--- config.mk ---
export PLATFORM = sky130hd
export DESIGN_NAME = midi_note_stream_parser_unit_flat
export DESIGN_NICKNAME = d
export VERILOG_FILES = /design/src/design/mnsp_pkg.sv /design/src/design/mnsp_in_if.sv /design/src/design/mnsp_out_if.sv /design/src/design/mnsp_decode.sv /design/src/design/midi_note_stream_parser_unit.sv /design/src/flat_wrapper.sv
export SDC_FILE = /design/constraint.sdc
export NUM_CORES = 1
export LEC_CHECK = 0
export BUFFER_PORTS_ARGS = -buffer_cell sky130_fd_sc_hd__buf_2
export CORE_ASPECT_RATIO = 0.7
export CORE_MARGIN = 5
export CORE_UTILIZATION = 30
export CTS_BUF_LIST = sky130_fd_sc_hd__clkbuf_4 sky130_fd_sc_hd__clkbuf_8
export DETAILED_ROUTE_END_ITERATION = 16
export PLACE_DENSITY_LB_ADDON = 0.05
export SLEW_MARGIN = 20
export SYNTH_ARGS = -nofsm -noshare
export SYNTH_HDL_FRONTEND = slang
export SYNTH_SLANG_ARGS = --single-unit
--- constraint.sdc ---
create_clock -name clk -period 2.65 [get_ports clk]
set_clock_uncertainty 0.1 [all_clocks]
set_input_delay 0 -clock clk [delete_from_list [all_inputs] [get_ports clk]]
set_output_delay 0 -clock clk [all_outputs]
set_load 0.1 [all_outputs]
--- src/design/mnsp_pkg.sv ---
// shared constants, types and key color map for the midi note stream parser
package mnsp_pkg;

  localparam int unsigned KEY_COUNT = 88;

  localparam logic [7:0] ACTIVE_SENSE = 8'hFE;
  localparam logic [7:0] NOTE_BASE    = 8'h14;
  localparam logic [7:0] NOTE_ON_CMD  = 8'h90;
  localparam logic [7:0] NOTE_OFF_CMD = 8'h80;
  localparam logic [7:0] HIGH_NIBBLE  = 8'hF0;
  localparam logic [7:0] LEVEL_FULL   = 8'hFF;

  localparam logic EVENT_COLOR = 1'b0;
  localparam logic EVENT_NOTE  = 1'b1;

  typedef struct packed {
    logic       expect_note;
    logic       expect_velocity;
    logic       note_is_on;
    logic [7:0] running_status;
    logic [7:0] held_note;
  } state_t;

  typedef struct packed {
    logic       event_kind;
    logic       note_on;
    logic [7:0] note_number;
    logic [7:0] color_index;
    logic [7:0] color_red;
    logic [7:0] color_green;
    logic [7:0] color_blue;
  } result_t;

  // white key flag for every palette slot; slot minus one is the key position
  function automatic logic [255:0] white_map_build();
    logic [255:0] map;
    int           pos;
    int           p;
    map = '0;
    for (int i = 0; i < 256; i++) begin
      pos = i - 1;
      if (pos < 0 || pos >= int'(KEY_COUNT)) begin
        map[i] = 1'b0;
      end else if (pos < 3) begin
        map[i] = (pos != 1);
      end else begin
        p = (pos - 3) % 12;
        map[i] = (p == 0 || p == 2 || p == 4 || p == 5 || p == 7 || p == 9 || p == 11);
      end
    end
    return map;
  endfunction

  localparam logic [255:0] WHITE_MAP = white_map_build();

endpackage

--- src/design/mnsp_in_if.sv ---
// input byte channel
interface mnsp_in_if;
  logic       valid;
  logic       ready;
  logic [7:0] rx_byte;

  modport source (output valid, output rx_byte, input ready);
  modport sink (input valid, input rx_byte, output ready);
endinterface

--- src/design/mnsp_out_if.sv ---
// result event channel
interface mnsp_out_if;
  logic       valid;
  logic       ready;
  logic       event_kind;
  logic       note_on;
  logic [7:0] note_number;
  logic [7:0] color_index;
  logic [7:0] color_red;
  logic [7:0] color_green;
  logic [7:0] color_blue;

  modport source (output valid, output event_kind, output note_on, output note_number,
                  output color_index, output color_red, output color_green,
                  output color_blue, input ready);
  modport sink (input valid, input event_kind, input note_on, input note_number,
                input color_index, input color_red, input color_green,
                input color_blue, output ready);
endinterface

--- src/design/mnsp_decode.sv ---
// combinational byte decoder: next parser state and optional event
module mnsp_decode (
  input  logic [7:0]       rx_byte,
  input  mnsp_pkg::state_t state,
  output mnsp_pkg::state_t state_nxt,
  output logic             has_result,
  output mnsp_pkg::result_t result
);

  logic [7:0] idx;
  logic       white;
  logic [7:0] lvl;

  assign idx   = rx_byte - mnsp_pkg::NOTE_BASE;
  assign white = mnsp_pkg::WHITE_MAP[idx];
  assign lvl   = white ? mnsp_pkg::LEVEL_FULL : 8'h00;

  always_comb begin
    state_nxt  = state;
    has_result = 1'b0;
    result     = '0;
    if (rx_byte == mnsp_pkg::ACTIVE_SENSE) begin
      // active sense, dropped
    end else if (state.expect_velocity) begin
      // velocity value ignored, completes the note event
      state_nxt.expect_velocity = 1'b0;
      has_result                = 1'b1;
      result.event_kind         = mnsp_pkg::EVENT_NOTE;
      result.note_on            = state.note_is_on;
      result.note_number        = state.held_note;
    end else if (state.expect_note) begin
      has_result         = 1'b1;
      result.event_kind  = mnsp_pkg::EVENT_COLOR;
      result.note_on     = state.note_is_on;
      result.note_number = rx_byte;
      result.color_index = idx;
      if (state.note_is_on) begin
        result.color_red   = mnsp_pkg::LEVEL_FULL;
        result.color_green = 8'h00;
        result.color_blue  = mnsp_pkg::LEVEL_FULL;
      end else begin
        result.color_red   = lvl;
        result.color_green = lvl;
        result.color_blue  = lvl;
      end
      state_nxt.expect_note     = 1'b0;
      state_nxt.held_note       = rx_byte;
      state_nxt.expect_velocity = 1'b1;
    end else if ((rx_byte & mnsp_pkg::HIGH_NIBBLE) == mnsp_pkg::NOTE_ON_CMD) begin
      state_nxt.expect_note    = 1'b1;
      state_nxt.note_is_on     = 1'b1;
      state_nxt.running_status = rx_byte;
    end else if ((rx_byte & mnsp_pkg::HIGH_NIBBLE) == mnsp_pkg::NOTE_OFF_CMD) begin
      state_nxt.expect_note    = 1'b1;
      state_nxt.note_is_on     = 1'b0;
      state_nxt.running_status = rx_byte;
    end else if (!rx_byte[7]) begin
      // running status: data byte becomes the held note
      state_nxt.held_note       = rx_byte;
      state_nxt.expect_velocity = 1'b1;
      if ((state.running_status & mnsp_pkg::HIGH_NIBBLE) == mnsp_pkg::NOTE_ON_CMD) begin
        state_nxt.note_is_on = 1'b1;
      end else if ((state.running_status & mnsp_pkg::HIGH_NIBBLE) ==
                   mnsp_pkg::NOTE_OFF_CMD) begin
        state_nxt.note_is_on = 1'b0;
      end
    end
  end

endmodule

--- src/design/midi_note_stream_parser_unit.sv ---
// midi note on/off stream parser with key color events, top level
// an accepted byte beat goes to the input byte register, and its event then to
//   the event register; throughput: one byte beat per cycle while the event
//   register is empty or drains, via the single decode stage between the two
// reset: synchronous active-low rst_n empties both stages and restores the
//   parser state (running status 0x90, note capture idle)
module midi_note_stream_parser_unit (
  input  logic      clk,
  input  logic      rst_n,
  mnsp_in_if.sink   in_bus,
  mnsp_out_if.source out_bus
);

  // input byte stage
  logic       s1_valid_r;
  logic [7:0] s1_byte_r;

  // parser state, updated when the staged byte is decoded
  mnsp_pkg::state_t state_r;
  mnsp_pkg::state_t state_nxt;

  // event register
  logic              out_valid_r;
  mnsp_pkg::result_t out_res_r;

  logic              dec_has_result;
  mnsp_pkg::result_t dec_result;

  // the decode stage moves whenever the event register is empty or drains
  logic advance;
  logic in_ready;

  assign advance  = !out_valid_r || out_bus.ready;
  assign in_ready = !s1_valid_r || advance;

  assign in_bus.ready = in_ready;

  mnsp_decode u_decode (
    .rx_byte    (s1_byte_r),
    .state      (state_r),
    .state_nxt  (state_nxt),
    .has_result (dec_has_result),
    .result     (dec_result)
  );

  // byte staging
  always_ff @(posedge clk) begin
    if (!rst_n) begin
      s1_valid_r <= 1'b0;
    end else if (in_ready) begin
      s1_valid_r <= in_bus.valid;
    end
  end

  always_ff @(posedge clk) begin
    if (in_ready && in_bus.valid) begin
      s1_byte_r <= in_bus.rx_byte;
    end
  end

  // parser state commits only when a staged byte is decoded
  always_ff @(posedge clk) begin
    if (!rst_n) begin
      state_r.expect_note     <= 1'b0;
      state_r.expect_velocity <= 1'b0;
      state_r.note_is_on      <= 1'b0;
      state_r.running_status  <= mnsp_pkg::NOTE_ON_CMD;
      state_r.held_note       <= 8'h00;
    end else if (advance && s1_valid_r) begin
      state_r <= state_nxt;
    end
  end

  // event register: bytes that give no event leave it empty
  always_ff @(posedge clk) begin
    if (!rst_n) begin
      out_valid_r <= 1'b0;
    end else if (advance) begin
      out_valid_r <= s1_valid_r && dec_has_result;
    end
  end

  always_ff @(posedge clk) begin
    if (advance) begin
      out_res_r <= dec_result;
    end
  end

  assign out_bus.valid       = out_valid_r;
  assign out_bus.event_kind  = out_res_r.event_kind;
  assign out_bus.note_on     = out_res_r.note_on;
  assign out_bus.note_number = out_res_r.note_number;
  assign out_bus.color_index = out_res_r.color_index;
  assign out_bus.color_red   = out_res_r.color_red;
  assign out_bus.color_green = out_res_r.color_green;
  assign out_bus.color_blue  = out_res_r.color_blue;

endmodule

--- src/flat_wrapper.sv ---
// flat-port wrapper written by rule: the top's interface ports become plain ports
module midi_note_stream_parser_unit_flat 
  (clk, rst_n, in_bus_valid, in_bus_rx_byte, in_bus_ready, out_bus_valid, out_bus_event_kind, out_bus_note_on, out_bus_note_number, out_bus_color_index, out_bus_color_red, out_bus_color_green, out_bus_color_blue, out_bus_ready);
  mnsp_in_if in_bus_i ();
  mnsp_out_if out_bus_i ();
  input  logic clk;
  input  logic rst_n;
  input wire logic [$bits(in_bus_i.valid)-1:0] in_bus_valid;
  input wire logic [$bits(in_bus_i.rx_byte)-1:0] in_bus_rx_byte;
  output wire logic [$bits(in_bus_i.ready)-1:0] in_bus_ready;
  output wire logic [$bits(out_bus_i.valid)-1:0] out_bus_valid;
  output wire logic [$bits(out_bus_i.event_kind)-1:0] out_bus_event_kind;
  output wire logic [$bits(out_bus_i.note_on)-1:0] out_bus_note_on;
  output wire logic [$bits(out_bus_i.note_number)-1:0] out_bus_note_number;
  output wire logic [$bits(out_bus_i.color_index)-1:0] out_bus_color_index;
  output wire logic [$bits(out_bus_i.color_red)-1:0] out_bus_color_red;
  output wire logic [$bits(out_bus_i.color_green)-1:0] out_bus_color_green;
  output wire logic [$bits(out_bus_i.color_blue)-1:0] out_bus_color_blue;
  input wire logic [$bits(out_bus_i.ready)-1:0] out_bus_ready;
  assign in_bus_i.valid = in_bus_valid;
  assign in_bus_i.rx_byte = in_bus_rx_byte;
  assign in_bus_ready = in_bus_i.ready;
  assign out_bus_valid = out_bus_i.valid;
  assign out_bus_event_kind = out_bus_i.event_kind;
  assign out_bus_note_on = out_bus_i.note_on;
  assign out_bus_note_number = out_bus_i.note_number;
  assign out_bus_color_index = out_bus_i.color_index;
  assign out_bus_color_red = out_bus_i.color_red;
  assign out_bus_color_green = out_bus_i.color_green;
  assign out_bus_color_blue = out_bus_i.color_blue;
  assign out_bus_i.ready = out_bus_ready;
  midi_note_stream_parser_unit u_core (.clk(clk), .rst_n(rst_n), .in_bus(in_bus_i), .out_bus(out_bus_i));
endmodule
==> summary.txt, run 1 <==
STA
  • Final Slew Violations: 0
  • Rel. slew slack: 55.5%
  • Worst-margin pin slew: 0.666 ns
  • Fin worst setup slack: 0.289 ns
  • Setup tns final: 0 ns
  • Unrepaired setup endpoints after global routing: no
  • Final Hold Vio Count: 0
  • Fin crit share: 89.1%
  • Final min period: 2.36 ns
  • Endpoints failing setup: 0
  • FMAX: 0.424 GHz

Worst setup path
  • Register-to-Register Path Depth: 8
  • Setup CP Type: register to register
  • Crit-path cells: inv_1 > ha_1 > xor2_2 > a21boi_2 > a2111o_1 > a21oi_1 > nor3_1 > a31oi_1
  • Critical R2R Launch: u_core.s1_byte_r[2]$_DFFE_PP_
  • CP max-delay cell: edfxtp_1
  • FF-to-FF End: u_core.out_bus.color_red[6]$_SDFFCE_PP0P_
  • Slack of the worst reg-to-reg path: 0.29 ns
  • Worst Path Buf+Inv: 1
  • CP endpoint kind: register
  • Crit-path max FO: 7
  • Worst EP required: approximately 2.7 ns
  • Worst setup SP type: register
  • CP delay by family, top: compound AO/OA/AOI/OAI gates
  • Slowest stage delay, CP: 0.47 ns
  • Worst EP arrival: roughly 2.4 ns

Yosys
  • Post-Syn Nets: 218
  • Post-synth cell types: between 40 and 50
  • Synthesis-stage register bit count: 45
  • Synth top area cells: edfxtp_1 37%, dfxtp_1 15%, buf_4 7.5%, mux2i_1 3.9%, nor2b_1 3.6%
  • Main synth FF type: edfxtp_1
  • Top cell type's share of synthesized area: 36.7%
  • Async SR Flop Fraction: 0%
  • Post-synthesis sequential area ratio: between 50% and 60%
  • Post-synth EDFFs: 28
  • Synth warn: 0
  • Cell taking the most area after synthesis: edfxtp_1
  • Post-Syn Area: 2290 um^2
  • Cell count after synthesis: a little over 200
  • Avg Inst Size Synth: 11.2 um^2

Power and ir drop
  • IR drop worst, VDD: roughly 0.19 mV
  • Static Leak: 1.20 nW
  • Seq pwr share: 52.8%
  • Cell Pwr Density: 547 nW/um^2
  • P_sw: 0.418 mW
  • Switching share of power: 28.2%
  • Clock power share: 29.5%
  • Gate power share: 17.7%
  • Internal power: between 1 and 1.5 mW

Clock tree
  • CTS tree: built
  • # H-tree levels: 2
  • CTS root buf: clkbuf_8
  • CTS Buf Count: 5
  • Clk Latency, worst-skew pair: 0.29 ns
  • CTS sink count: 45
  • CTS max path bufs: 2
  • Setup Buffers After CTS: 0
  • Clk slew on worst S/H paths: approximately 0.080 ns

GRT
  • Grt total ovfl: 0
  • First-pass GRT wire length: 8000 um
  • Initial antenna violation count: 0
  • Vias in the first global route: 1493
  • Pin count of the biggest net entering global routing: 21
  • GRT Total Usage: 10.8%

Outcome
  • Status: completed

Routing
  • Routed len/inst: roughly 14 um
  • Detailed Routing Iterations Pass 1: 4
  • Residual DRC count: 0
  • Initial detailed-routing violation count: 60
  • Vias: 1563
  • Routed Antenna Nets: 0
  • Vias/cell: 4.45
  • Drt total wl: 4940 um

Placed design
  • Gpl congestion: 0.708
  • I/O Buffers: 55
  • Worst slack, placed: between 0.2 and 0.3 ns
  • Detailed Place HPWL: roughly 3500 um

Final layout
  • Fillers: 744
  • Most frequent cells in the layout: 55 x buf_2, 28 x edfxtp_1, 16 x dfxtp_1
  • Register area: 1180 um^2
  • Multi-input gate area: 841 um^2
  • Synthesis-to-layout area growth: 18.2%
  • Share of layout cells above drive strength 1: 34.0%
  • Antenna cells: 0
  • Final Net Count: 266
  • Most common cell after layout, fill and taps aside: buf_2

Floorplan
  • I/O Pins: 56
  • Row count: 26
  • Die area: around 9500 um^2
  • Die Wd: 114 um
  • Chip height: 83.1 um
  • Core ar.: 7350 um^2
  • Initial core utilization: 31.1%

Min path
  • Hold endpoint: u_core.s1_byte_r[7]$_DFFE_PP_
  • Hold_sp: in_bus_rx_byte[7]
  • Hold Path Class: input pin to register
  • Hold Crit Depth: 2

Run
  • Max Cap Viol: 0
-- synth_stat cells, types with 2 or more instances --
cell and number:
clkbuf_1 4, a31oi_1 3, or3_1 3, ha_1 2, buf_4 23, nor3_1 5, edfxtp_1 28, dfxtp_1 17
xnor2_1 2, nand3b_1 2, nor2b_1 13, and3_1 3, xnor2_2 2, buf_6 3, a22o_1 5, nor2_1 14
inv_1 5, mux2i_1 9, and2_1 4, nand2_1 12, a21o_1 2, nand3_1 4, o21ai_0 6, a21oi_1 7
a211o_2 2
-- flip-flops by register name, indices dropped and copies added, names as in the netlist --
signal and count:
u_core.out_bus.note_on 1, u_core.out_bus.color_green 1, u_core.out_bus.color_red 1, u_core.state_r 15, u_core.out_bus.event_kind 1, u_core.out_bus.valid 1
u_core.out_bus.color_index 8, u_core.s1_byte_r 8, u_core.s1_valid_r 1, u_core.out_bus.note_number 8
-- area by class of cell --
cell class | count | area share (%)
tap | 98 | 4.53
multi-input combinational | 121 | 31.1
inverter | 5 | 0.694
sequential | 45 | 43.7
clock buffer | 8 | 3.38
timing repair buffer | 74 | 16.6
-- power groups by stage --
stage / Combinational [mW] / Sequential [mW] / Clock (mW)
6_report: 0.262 / 0.781 / 0.436
5_1_grt: 0.282 / 0.786 / 0.489
4_1_cts: 0.264 / 0.782 / 0.458
3_5_place_dp: 0.250 / 0.798 / 0
3_3_place_gp: 0.254 / 0.798 / 0
2_1_floorplan: 0.168 / 0.842 / 0
-- logic make-up after synthesis --
family          synth area share [%]
compound gates                  11.5
fa+ha+maj                       1.09
buf+inv                         11.6
mux                             3.94
xor+xnor                        3.28
simple gates                    16.9
flops                           51.6
-- worst max path at each step --
| stage | from | end | slack (ns) | cells after the start |
|---|---|---|---|---|
| 2_1_floorplan | u_core.out_bus.valid$_SDFFE_PN0P_ | u_core.state_r[1]$_SDFFE_PN0P_ | 0.21 | 8 |
| 3_3_place_gp | u_core.s1_byte_r[4]$_DFFE_PP_ | u_core.out_bus.color_red[6]$_SDFFCE_PP0P_ | 0.32 | 6 |
| 3_5_place_dp | u_core.s1_byte_r[2]$_DFFE_PP_ | u_core.out_bus.color_red[6]$_SDFFCE_PP0P_ | 0.30 | 8 |
| 4_1_cts | u_core.s1_byte_r[2]$_DFFE_PP_ | u_core.out_bus.color_red[6]$_SDFFCE_PP0P_ | 0.28 | 8 |
| 5_1_grt | u_core.s1_byte_r[2]$_DFFE_PP_ | u_core.out_bus.color_red[6]$_SDFFCE_PP0P_ | 0.04 | 8 |
| 6_report | u_core.s1_byte_r[2]$_DFFE_PP_ | u_core.out_bus.color_red[6]$_SDFFCE_PP0P_ | 0.29 | 8 |
-- routing by layer --
layer,track usage (%),routed length [um],part of all wire [%]
met4,2.59,37,0.75
met1,16.0,2570,52
met3,2.98,349,7.1
met5,0,0,0
met2,15.5,1980,40
-- repair_timing --
item,CTS,global route
resized for setup,0,0
hold buffers,12,0
endpoints found under the hold margin,13,0
-- metrics by stage --
step	util (%)	total power [mW]	hold slack [ns]	std cells	instance area [um^2]
after detailed placement	33.9	1.05	0.0781	331	2490
after floorplan	-	1.01	-0.00113	204	2290
final	36.8	1.48	0.310	351	2700
after CTS	36.8	1.50	0.302	351	2700
after global placement	33.9	1.05	0.0775	331	2490
after global routing	36.8	1.56	0.313	351	2700
(Power assumes the default switching activity.)
==> run 2, diff against run 1 <==
--- a/config.mk
+++ b/config.mk
@@ -12,7 +12,9 @@
 export CTS_BUF_LIST = sky130_fd_sc_hd__clkbuf_4 sky130_fd_sc_hd__clkbuf_8
 export DETAILED_ROUTE_END_ITERATION = 16
 export PLACE_DENSITY_LB_ADDON = 0.05
+export SETUP_SLACK_MARGIN = 0.2
 export SLEW_MARGIN = 20
 export SYNTH_ARGS = -nofsm -noshare
 export SYNTH_HDL_FRONTEND = slang
+export SYNTH_HIERARCHICAL = 1
 export SYNTH_SLANG_ARGS = --single-unit
==> run 2 against run 1 <==
Sequential power grew 50%; clock power rose by 100%; hold slack lost 0.11 ns; non-clock buffer count up 26; sequential share of layout area hardly changed; die area up 40%; clock-buffer cell count grew 1; synthesized cell count increased by 42%; via count is 46% higher; power is 66% higher; global-route usage is 1.1 points higher; register-to-register slack got worse by 0.11 ns.
==> summary.txt, run 2 <==
Outcome
  • Status: completed

Clock tree
  • CTS tree: built
  • CTS Buf Count: 9 (+4)
  • CTS max path bufs: 2 (unchanged)
  • Clk Latency, worst-skew pair: 0.35 ns (+0.06 ns)
  • Clk slew on worst S/H paths: 0.07 ns (about the same)
  • # H-tree levels: 3 (+1)
  • CTS sink count: 67 (+49%)
  • CTS root buf: clkbuf_8

Placed design
  • Gpl congestion: 0.734 (+3.6%)
  • I/O Buffers: 55 (unchanged)
  • DP Cell Count: 469 (+42%)
  • Detailed Place HPWL: 5040 um (+44%)

Routing
  • Initial detailed-routing violation count: 151 (+150%)
  • Detailed Routing Iterations Pass 1: 4 (unchanged)
  • Drt total wl: 7690 um (+56%)
  • Top layer in use: met4
  • Vias/cell: 4.43 (-0.56%)
  • Routed Antenna Nets: 0 (unchanged)
  • Routed len/inst: 15.0 um (+6.2%)
  • Met3 Wirelength: 456 um (+31%)
  • Residual DRC count: 0 (unchanged)
  • Met1 WL: 3910 um (+52%)
  • Vias: 2276 (+46%)
  • Met2 Wirelength: 3220 um (+62%)

Run
  • Max Cap Viol: 0 (unchanged)

Yosys
  • Avg Inst Size Synth: 11.4 um^2 (+1.9%)
  • Post-Syn Nets: 304 (+39%)
  • Synth warn: 6 (+6)
  • Cell count after synthesis: 290 (+42%)
  • Post-Syn Area: 3320 um^2 (+45%)

Worst setup path
  • Worst EP arrival: 2.47 ns (+0.08 ns)
  • Worst EP required: 2.65 ns (-0.03 ns)
  • Setup CP Type: register to register
  • CP endpoint kind: register
  • Worst setup SP type: register
  • Crit-path max FO: 8 (+1)

Power and ir drop
  • Gate power share: 16.4% (-1.3 points)
  • Switching share of power: 28.8% (+0.55 points)
  • Cell Pwr Density: 584 nW/um^2 (+6.7%)
  • IR drop worst, VDD: 0.273 mV (+43%)
  • Internal power: 1.75 mW (+65%)
  • Static Leak: 1.83 nW (+52%)
  • Seq pwr share: 47.6% (-5.2 points)
  • Clock power share: 36.1% (+6.6 points)
  • P_sw: 0.709 mW (+70%)

GRT
  • GRT Total Usage: 11.9% (+1.1 points)
  • First-pass GRT wire length: 12100 um (+51%)
  • Grt total ovfl: 0 (unchanged)
  • Initial antenna violation count: 0 (unchanged)
  • Pin count of the biggest net entering global routing: 39 (+86%)
  • Vias in the first global route: 2204 (+48%)

Final layout
  • Synthesis-to-layout area growth: 27.2%
  • Max reg flops: 15 (unchanged)
  • Antenna cells: 0 (unchanged)
  • Most frequent cells in the layout: 55 x buf_2, 50 x edfxtp_1, 31 x nand2_1
  • Most common cell after layout, fill and taps aside: buf_2
  • Final Net Count: 370 (+39%)
  • Register area: 1840 um^2 (+56%)
  • Most flop-heavy register: u_core/state_r
  • Multi-input gate area: 1240 um^2 (+48%)
  • Share of layout cells above drive strength 1: 39.9% (+5.9 points)
  • Post-Layout Cell Count: 514 (+46%)
  • Fillers: 1054 (+42%)

Floorplan
  • Die area: 13300 um^2 (+40%)
  • Row count: 32 (+23%)
  • Die Wd: 136 um (+19%)
  • I/O Pins: 56 (unchanged)
  • Chip height: 98.0 um (+18%)
  • Core ar.: 10900 um^2 (+49%)
  • Initial core utilization: 30.3% (-0.79 points)

STA
  • Unrepaired setup endpoints after global routing: yes
  • Worst-margin pin slew: 0.551 ns (-0.115 ns)
  • Final min period: 2.47 ns (+0.110 ns)
  • Final Slew Violations: 0 (unchanged)
  • Fin crit share: 93.2% (+4.1 points)
  • Endpoints failing setup: 0 (unchanged)
  • Rel. slew slack: 63.3% (+7.8 points)
  • FMAX: 0.405 GHz (-4.4%)
  • Setup tns final: 0 ns (unchanged)
  • Final Hold Vio Count: 0 (unchanged)

Min path
  • Hold Path Class: input pin to register
==> run 2: worst paths after layout <==
path / startpoint / endpoint / slack (ns) / cells after the start
hold reg to reg: u_core/state_r[7]$_SDFFE_PN0P_ / u_core/state_r[7]$_SDFFE_PN0P_ / 0.37 / 2
setup / recovery: u_core/s1_byte_r[3]$_DFFE_PP_ / u_core/out_bus.color_green[4]$_DFFE_PP_ / 0.18 / 10
hold / removal: out_bus_ready / u_core/out_bus.valid$_SDFFE_PN0P_ / 0.20 / 4
setup reg to reg: u_core/s1_byte_r[3]$_DFFE_PP_ / u_core/out_bus.color_green[4]$_DFFE_PP_ / 0.18 / 10
==> run 2: layout make-up <==
type	instances	share of cell area, %
Sequential cell	67	43.7
Multi-Input combinational cell	171	29.5
Timing Repair Buffer	100	16.7
Tap cell	153	4.54
Clock buffer	9	2.94
Clock inverter	7	1.93
Inverter	7	0.742
==> run 2: per-stage QoR <==
step	setup WS (ns)	power, mW	instance area (um^2)	util (%)	hold slack, ns
6_report	0.179	2.46	4220	38.6	0.204
5_1_grt	0.0391	2.58	4220	38.6	0.236
4_1_cts	0.165	2.47	4090	37.4	0.208
3_5_place_dp	0.0486	1.53	3680	33.7	0.0781
3_3_place_gp	0.0740	1.53	3680	33.7	0.0763
2_1_floorplan	0.0656	1.47	3390	-	-0.00113
==> run 2: routing by layer <==
layer	vias to the layer above	track usage [%]
li1	1162	-
met1	1052	17.4
met2	54	16.2
met3	8	4.22
met4	0	3.95
met5	-	0
==> run 2: timing repair <==
action	in CTS	in global routing
setup buffers	8	9
endpoints found under the setup margin	24	34
gates cloned	0	1
hold buffers	11	0
gates resized for setup	3	11
pin swaps	4	9
hold endpoints to repair	11	0
==> run 2: worst max-delay path, stage by stage (launching register included) <==
cell and delay [ns]:
edfxtp_1 0.46, inv_2 0.12, ha_4 0.22, buf_12 0.13
xor3_1 0.37, o2bb2ai_2 0.14, o21bai_1 0.10, a311oi_2 0.19
buf_4 0.18, o41ai_4 0.06, buf_4 0.17
==> run 2: power groups by stage <==
| stage | logic [mW] | registers [mW] | clock network, mW |
|---|---|---|---|
| final | 0.403 | 1.17 | 0.888 |
| after global routing | 0.431 | 1.18 | 0.978 |
| after CTS | 0.366 | 1.17 | 0.930 |
| after detailed placement | 0.336 | 1.20 | 0 |
| after global placement | 0.337 | 1.20 | 0 |
| after floorplan | 0.184 | 1.29 | 0 |
